## src/design/tsp_pkg.sv

```systemverilog
`default_nettype none
// ----------------------------------------------------------------------------
// tsp_pkg
// Shared widths, reset values, register indexes and the command and status
// words that pass between the slice planner controller and datapath.
// ----------------------------------------------------------------------------
package tsp_pkg;

   localparam int ITEM_BITS      = 24;
   localparam int FIELD_BITS     = 24;
   localparam int BUDGET_BITS    = 48;
   localparam int LIMIT_BITS     = 6;
   localparam int MADE_BITS      = 7;
   localparam int MAX_RESULTS    = 64;
   localparam int CSR_INDEX_BITS = 1;

   localparam int TRI_BITS  = 2 * ITEM_BITS;
   localparam int CMP_BITS  = (TRI_BITS > BUDGET_BITS) ? TRI_BITS : BUDGET_BITS;
   localparam int A_BITS    = ITEM_BITS + 1;
   localparam int SQ_BITS   = 2 * A_BITS;
   localparam int DIFF_BITS = ((SQ_BITS > BUDGET_BITS + 3) ? SQ_BITS : BUDGET_BITS + 3) + 1;

   localparam logic [BUDGET_BITS-1:0] BUDGET_RESET = BUDGET_BITS'(65536);
   localparam logic [LIMIT_BITS-1:0]  LIMIT_RESET  = LIMIT_BITS'(63);

   typedef enum logic [CSR_INDEX_BITS-1:0] {
      CSR_ELEMENT_BUDGET = 1'b0,
      CSR_SLICE_LIMIT    = 1'b1
   } csr_index_type;

   typedef struct packed {
      logic start;
      logic step;
      logic load_slice;
      logic compare;
      logic sqrt_step;
      logic root;
      logic height;
      logic advance;
      logic load_close;
   } cmd_type;

   typedef struct packed {
      logic over_limit;
      logic fits;
      logic sqrt_last;
      logic done_rows;
      logic slot_free;
   } status_type;

endpackage
`default_nettype wire

```

## src/design/tsp_controller.sv

```systemverilog
`default_nettype none
// ----------------------------------------------------------------------------
// tsp_controller
// Sequencer for the slice planner: walks each slice through the limit check,
// fit test, square root and height steps and hands results to the datapath.
// ----------------------------------------------------------------------------
module tsp_controller (
   input  wire logic                clock,
   input  wire logic                reset,
   input  wire logic                req_valid,
   input  wire tsp_pkg::status_type status,
   output logic                     req_stall,
   output tsp_pkg::cmd_type         cmd
);
   import tsp_pkg::*;

   typedef enum logic [8:0] {
      S_IDLE    = 9'b000000001,
      S_STEP    = 9'b000000010,
      S_SLICE   = 9'b000000100,
      S_COMPARE = 9'b000001000,
      S_SQRT    = 9'b000010000,
      S_ROOT    = 9'b000100000,
      S_HEIGHT  = 9'b001000000,
      S_ADVANCE = 9'b010000000,
      S_CLOSE   = 9'b100000000
   } state_type;

   state_type state_ff;
   state_type state_in;

   assign req_stall = (state_ff != S_IDLE);

   always_comb begin
      cmd      = '0;
      state_in = state_ff;
      unique case (state_ff)
         S_IDLE: begin
            if (req_valid) begin
               cmd.start = 1'b1;
               state_in  = S_STEP;
            end
         end
         S_STEP: begin
            cmd.step = 1'b1;
            state_in = S_SLICE;
         end
         S_SLICE: begin
            if (status.slot_free) begin
               cmd.load_slice = 1'b1;
               state_in       = status.over_limit ? S_IDLE : S_COMPARE;
            end
         end
         S_COMPARE: begin
            cmd.compare = 1'b1;
            state_in    = status.fits ? S_CLOSE : S_SQRT;
         end
         S_SQRT: begin
            cmd.sqrt_step = 1'b1;
            if (status.sqrt_last) begin
               state_in = S_ROOT;
            end
         end
         S_ROOT: begin
            cmd.root = 1'b1;
            state_in = S_HEIGHT;
         end
         S_HEIGHT: begin
            cmd.height = 1'b1;
            state_in   = S_ADVANCE;
         end
         S_ADVANCE: begin
            if (status.done_rows) begin
               state_in = S_CLOSE;
            end else begin
               cmd.advance = 1'b1;
               state_in    = S_STEP;
            end
         end
         S_CLOSE: begin
            if (status.slot_free) begin
               cmd.load_close = 1'b1;
               state_in       = S_IDLE;
            end
         end
         default: begin
            state_in = S_IDLE;
         end
      endcase
   end

   always_ff @(posedge clock) begin
      if (reset) begin
         state_ff <= S_IDLE;
      end else begin
         state_ff <= state_in;
      end
   end

endmodule
`default_nettype wire

```

## config.mk

```make
export PLATFORM = sky130hd
export DESIGN_NAME = tsp_controller
export DESIGN_NICKNAME = d
export VERILOG_FILES = /design/src/design/tsp_pkg.sv /design/src/design/tsp_controller.sv
export SDC_FILE = /design/constraint.sdc
export NUM_CORES = 1
export LEC_CHECK = 0
export BUFFER_PORTS_ARGS = -buffer_cell sky130_fd_sc_hd__clkbuf_2
export CAP_MARGIN = 0
export CORE_MARGIN = 8
export CORE_UTILIZATION = 44
export CTS_CLUSTER_SIZE = 16
export DETAILED_ROUTE_END_ITERATION = 10
export PLACE_DENSITY_LB_ADDON = 0.1
export SYNTH_ARGS = -nofsm -noshare
export SYNTH_HDL_FRONTEND = slang
export SYNTH_SLANG_ARGS = --single-unit
```

## constraint.sdc

```tcl
create_clock -name clock -period 2.5 [get_ports clock]
set_clock_uncertainty 0.2 [all_clocks]
set_input_delay 0.5 -clock clock [delete_from_list [all_inputs] [get_ports clock]]
set_output_delay 0.5 -clock clock [all_outputs]
set_load 0.02 [all_outputs]
```

* Yosys cells after proc, flatten, opt, wreduce, memory -nomap -nowiden
Cells that the tools add are included.
** Word-level totals
- Input port bits :: 8
- Bits in registers :: 9
** Cells by class
- Equality and inequality tests :: 14
- Reductions and logical operators :: 1
- Multiplexer cells :: 20
** Operators by type and width (number)
- $pmux 9 s9 :: 1
- $mux 9 :: 6
- $mux 1 :: 12
- $eq 9x1->1 const B :: 1
- $eq 9x2->1 const B :: 1
- $eq 9x3->1 const B :: 1
- $eq 9x4->1 const B :: 1
- $eq 9x5->1 const B :: 1
- $eq 9x6->1 const B :: 1
- $eq 9x7->1 const B :: 1
- $eq 9x8->1 const B :: 1
- $eq 9x9->1 const B :: 1
- $ne 9x1->1 const B :: 1
- $ne 2x2->1 const B :: 4
- $mux 4 :: 1
- $reduce_and 4->1 :: 1

* Depth between registers and ports, before layout
Gate-level depths: netlist of the first run.
- Word-level depth :: 3
- Depth in mapped cells :: 6
- Gate-level depth less buffers :: 5

* Worst setup path after synthesis of the first run
Ideal clock, no wire load.
- Path type :: register -> output
- Start :: reg state_ff[7]
- End :: out cmd[8] in the netlist's numbering
- Stages on the path, launching flop included :: 6
- Setup slack :: 0.251 ns
- Arrival :: 1.549 ns
- Cells stage by stage :: dfxtp_1 clkbuf_2 or4_4 nor2_4 nand2_1 nor2_1
** RTL lines
- from (decl) :: line tsp_controller.sv:29 : state_type state_ff;
- from (signal assigned) :: line tsp_controller.sv:96 : state_ff <= state_in;
- to (decl) :: line tsp_controller.sv:13 : output tsp_pkg::cmd_type cmd

==> results of run 1 <==
==> layout make-up <==
type	count	area (um2)	area share
inverters	8	30.0	0.0366
well taps	15	18.8	0.0229
flip-flops and latches	9	191	0.234
repair buffers	24	149	0.182
clock buffers	4	26.3	0.0321
multi-input cells	55	404	0.493
==> per-layer routing <==
| layer | vias up | GRT usage |
|---|---|---|
| li1 | 316 | - |
| met1 | 278 | 0.135 |
| met2 | 15 | 0.172 |
| met3 | 2 | 0.0476 |
| met4 | 0 | 0.0756 |
| met5 | - | 0 |
==> cell families after synthesis <==
group | after synthesis | synth area share
simple gates | 42 | 0.456
buf+inv | 10 | 0.0660
xor+xnor | 3 | 0.0433
flops | 9 | 0.297
compound gates | 10 | 0.138
==> power groups by stage <==
stage | Clock [mW] | Sequential [mW] | Combinational [mW]
after floorplan | 0 | 0.164 | 0.0947
after global placement | 0 | 0.168 | 0.133
after detailed placement | 0 | 0.168 | 0.131
after CTS | 0.125 | 0.167 | 0.137
after global routing | 0.133 | 0.166 | 0.177
final | 0.120 | 0.165 | 0.163
==> timing repair <==
action                                  in CTS  in global routing
resized for setup                            5                 17
endpoints found under the setup margin       2                  5
setup buffers                                1                  4
pin swaps                                    2                  5
==> layout by cell type, fill, tap and decap left out, types with 2 or more instances in the layout <==
master	count
clkbuf_2	11
buf_4	9
nor2_1	8
inv_1	7
nor3_1	6
nand2_1	5
nor4b_1	4
dfxtp_1	4
a21oi_1	3
clkbuf_4	3
buf_2	3
dfxtp_2	3
or3_4	2
nor2_4	2
nand2_2	2
xor2_1	2
dfxtp_4	2
==> stage by stage <==
stage | cell area (um2) | hold slack (ps) | TNS (ps) | instances | worst slack [ps]
floorplan | 607 | 316 | 0 | 74 | 251
global placement | 716 | 364 | 0 | 106 | 234
detailed placement | 716 | 357 | 0 | 106 | 225
CTS | 762 | 211 | -5.62 | 111 | -5.62
global route | 820 | 208 | -41.2 | 115 | -18.4
finish | 820 | 206 | 0 | 115 | 41.3
==> worst max-delay path: cells and delay by family (launching register included) <==
family	cells	cell delay (ps)
buffers and inverters	2	170
AND/OR/NAND/NOR	4	980
flip-flops	1	350
==> final timing paths <==
kind	end	slack [ps]	cells past startpoint
max	cmd[1]	40	6
min	state_ff[3]$_SDFFE_PP0P_	210	2
max reg2reg	state_ff[5]$_SDFFE_PP0P_	550	6
min reg2reg	state_ff[7]$_SDFFE_PP0P_	360	1
==> flow_summary.yaml, run 1 <==
clock_tree:
  h-tree-depth: 1
  clockRootBuffer: "clkbuf_4"
  clkTransAtPathRegs_ps: 70
  ctsHoldBuffers: 0
  insertion_delay_ps: 270
  clock_sinks: 9
  cts_buffer_depth: 2
  cts_made_buffers: 3
  tritoncts: "yes"
logic_synthesis:
  ys.warnings.count: 0
  synth_cell_types: 34
  yosysMostFrequentCell: "dfxtp_1"
  synth_edf_count: 0
  yosysTopAreaCell: "dfxtp_1"
  synthCells: 74
  synth-seq-cells: 9
  synth_nets: 82
  syn_area_per_cell_um2: 8.20
  synth_area_leaders: "dfxtp_1 (30%), nor4b_1 (5.8%), nor3_1 (4.9%), inv_1 (4.9%), nor2_1 (4.9%)"
  synth_ff_type: "dfxtp_1"
  netlist_top_cells_count: "dfxtp_1 (9), inv_1 (8), nor2_1 (8), nand2_1 (6), nor3_1 (6)"
  ys_seq_area_frac: 0.297
  synth_top_area_frac: 0.297
  synthArstFlopShare: 0
  syn_area_um2: 607
power:
  finalPower_mw: 0.447
  clock_power_share: 0.268
  intPower_mw: 0.296
  pwr-share-comb: 0.364
  power.density_nw_per_um2: 546
  switching_share: 0.337
  ir_drop_uv: 404
  p_switching_mw: 0.151
  seq_power_share: 0.368
  total_leakage_power_nw: 0.376
routing:
  drt_iter0_drc: 16
  drc: 0
  wl_per_cell_um: 13.4
  vias: 611
  viasPerCell: 5.31
  dr.pass1.iters: 4
  dr_wl_met3_um: 125
  routed-wl-met2_um: 720
  drt-total-wl_um: 1550
  top_layer_used: "met4"
  antenna_left: 0
  wl_met1_um: 687
floorplan:
  fp.dieW_um: 53.1
  die_h_um: 53.1
  rows: 13
  num_io_pins: 18
  die_area_um2: 2820
  core_um2: 1300
  initial_core_util: 0.466
global_route:
  grt_pass1_wl_um: 2420
  grt_pass1_vias: 538
  gr-total-overflow: 0
  grt_max_degree: 10
  antenna_found_initial: 0
  gr-usage-all-layers: 0.117
sta:
  slew_headroom: 0.732
  hold_viol: 0
  setup_violations: 0
  rsz0062_at_grt: "yes"
  max_freq_mhz: 407
  timing.final.crit_period_ps: 2460
  tightest_slew_ps: 396
  drv_slew: 0
  min_period_over_period: 0.983
critical_path:
  path_cells: "or3_4, nor2_4, nand2_2, or3_4, inv_2, buf_6"
  critPathCaptureType: "primary output"
  crit_required_ps: 1800
  critPathLaunch: "state_ff[0]$_SDFFE_PP1P_"
  start_kind: "flip-flop"
  worstReg2RegStart: "state_ff[0]$_SDFFE_PP1P_"
  path_common_cell: "or3_4"
  critPathKind: "reg2out"
  slowest_delay_ps: 400
  worstPathMaxFanout: 3
  worstPathArrival_ps: 1760
  critPathSlowestCell: "or3_4"
final_layout:
  layout-drive-gt1-share: 0.490
  regMostFlops: "state_ff"
  final_util: 0.630
  largest_reg_flops: 9
  antenna_cells: 0
  top_regs: "state_ff: 9 flops"
  syn2layout_area_growth_pct: 35.1
  nNetsFinal: 109
  fill_cells: 117
run_status:
  status: "complete, no violations"
placed_design:
  gp_congestion: 0.755
  dp_hpwl_um: 1140
  io_buffers: 17
worst_hold_path:
  min_path_type: "in2reg"
  hp-start: "status[4]"
flow_run:
  drv_cap: 0
(Power assumes the default switching activity.)
==> inputs of run 2 (changes only) <==
--- a/config.mk
+++ b/config.mk
@@ -5,10 +5,11 @@
 export SDC_FILE = /design/constraint.sdc
 export NUM_CORES = 1
 export LEC_CHECK = 0
-export BUFFER_PORTS_ARGS = -buffer_cell sky130_fd_sc_hd__clkbuf_2
+export BUFFER_PORTS_ARGS = -buffer_cell sky130_fd_sc_hd__buf_2
 export CAP_MARGIN = 0
 export CORE_MARGIN = 8
 export CORE_UTILIZATION = 44
+export CTS_BUF_LIST = sky130_fd_sc_hd__clkbuf_16
 export CTS_CLUSTER_SIZE = 16
 export DETAILED_ROUTE_END_ITERATION = 10
 export PLACE_DENSITY_LB_ADDON = 0.1
==> flow_summary.yaml, run 2 (synthesis results as in run 1) <==
routing:
  viasPerCell: 5.39
  top_layer_used: "met4"
  drt_iter0_drc: 10
  drc: 0
  dr_wl_met3_um: 112
  dr.pass1.iters: 2
  wl_per_cell_um: 13.8
  vias: 598
  wl_met1_um: 720
  routed-wl-met2_um: 685
  antenna_left: 0
  drt-total-wl_um: 1540
power:
  intPower_mw: 0.428
  ir_drop_uv: 529
  clock_power_share: 0.484
  switching_share: 0.280
  total_leakage_power_nw: 0.388
  power.density_nw_per_um2: 724
  seq_power_share: 0.284
  p_switching_mw: 0.167
  pwr-share-comb: 0.232
global_route:
  gr-usage-all-layers: 0.130
  grt_pass1_wl_um: 2750
  grt_max_degree: 10
  antenna_found_initial: 0
  gr-total-overflow: 0
  grt_pass1_vias: 600
floorplan:
  initial_core_util: 0.466
  core_um2: 1300
  die_area_um2: 2820
  rows: 13
  die_h_um: 53.1
  fp.dieW_um: 53.1
  num_io_pins: 18
critical_path:
  worstPathArrival_ps: 1750
  start_kind: "flip-flop"
  r2r.worst_path.cells: 6
  worstReg2RegStart: "state_ff[0]$_SDFFE_PP1P_"
  critPathCaptureType: "primary output"
  worstPathMaxFanout: 7
  path_common_cell: "or3_4"
  cp-endpoint: "cmd[1]"
  rrSetupSlack_ps: 520
  crit_required_ps: 1800
  critPathSlowestCell: "or3_4"
  r2r-end: "state_ff[7]$_SDFFE_PP0P_"
  slowest_delay_ps: 410
  path_cells: "or3_4, nor2_4, nand2_2, or3_4, inv_2, buf_6"
  critPathLaunch: "state_ff[0]$_SDFFE_PP1P_"
  critPathKind: "reg2out"
sta:
  drv_slew: 0
  timing.final.crit_period_ps: 2450
  rsz0062_at_grt: "yes"
  min_period_over_period: 0.981
  setup_violations: 0
  worst_hold_slack_ps: 241
  tightest_slew_ps: 382
  hold_viol: 0
  max_freq_mhz: 408
  slew_headroom: 0.741
clock_tree:
  insertion_delay_ps: 240
  cts_made_buffers: 3
  h-tree-depth: 1
  clock_sinks: 9
  cts_buffer_depth: 2
  clockRootBuffer: "clkbuf_16"
  tritoncts: "yes"
  clkTransAtPathRegs_ps: 40
final_layout:
  largest_reg_flops: 9
  syn2layout_area_growth_pct: 35.3
  final_cell_mix: "buf_2 (16), inv_1 (8), nor2_1 (8)"
  final-seq-area_um2: 183
  layout-drive-gt1-share: 0.417
  fill_cells: 118
  finalInstanceArea_um2: 821
  antenna_cells: 0
  stdcell_count: 111
  final_common_cell: "buf_2"
  regMostFlops: "state_ff"
  multi_input_area_um2: 397
  final_util: 0.631
  nNetsFinal: 105
  top_regs: "state_ff: 9 flops"
worst_hold_path:
  min_path_type: "in2reg"
  hp-start: "status[4]"
flow_run:
  drv_cap: 0
placed_design:
  gp_congestion: 0.738
  dp_hpwl_um: 1160
  dp.cells: 106
  io_buffers: 17
  post_dp_cell_area_um2: 716
run_status:
  status: "complete, no violations"
## run 2: cell type report
type	count	area share
clock buffer	3	0.0915
clock inverter	1	0.00457
inverter	8	0.0366
multi-input combinational	55	0.483
sequential	9	0.223
tap	15	0.0229
timing repair buffer	20	0.139
## run 2: worst max-delay path: cells and delay by family (launching register included)
family / cells / cell delay [ps]
simple gates: 4 / 1000
buf+inv: 2 / 170
flops: 1 / 340
## run 2: power groups by stage
| stage | Combinational (mW) | Clock (mW) | Sequential (mW) |
|---|---|---|---|
| floorplan | 0.0947 | 0 | 0.164 |
| global placement | 0.132 | 0 | 0.168 |
| detailed placement | 0.131 | 0 | 0.169 |
| CTS | 0.137 | 0.291 | 0.166 |
| global route | 0.154 | 0.297 | 0.169 |
| finish | 0.138 | 0.288 | 0.168 |
## run 2: how the worst min path moves through the flow
stage / to / slack [ps] / cells past startpoint
after floorplan: state_ff[8]$_SDFFE_PP0P_ / 320 / 2
after global placement: state_ff[8]$_SDFFE_PP0P_ / 360 / 2
after detailed placement: state_ff[8]$_SDFFE_PP0P_ / 360 / 2
after CTS: state_ff[3]$_SDFFE_PP0P_ / 240 / 2
after global routing: state_ff[3]$_SDFFE_PP0P_ / 270 / 2
final: state_ff[3]$_SDFFE_PP0P_ / 240 / 2
## run 2: stage by stage
stage	worst slack [ps]	total power [mW]	setup TNS [ps]
6_report	48.1	0.594	0
5_1_grt	-2.43	0.621	-2.43
4_1_cts	8.70	0.594	0
3_5_place_dp	236	0.300	0
3_3_place_gp	242	0.300	0
2_1_floorplan	251	0.259	0
## run 2: per-layer routing
metal,GRT usage,vias up
li1,-,309
met1,0.151,273
met2,0.199,14
met3,0.0588,2
met4,0.0630,0
met5,0,-
## run 2: what timing repair did
item,4_1_cts,5_1_grt
endpoints found under the setup margin,1,3
resized for setup,1,6
hold buffers,0,0
setup buffers,1,0
pin swaps,1,2
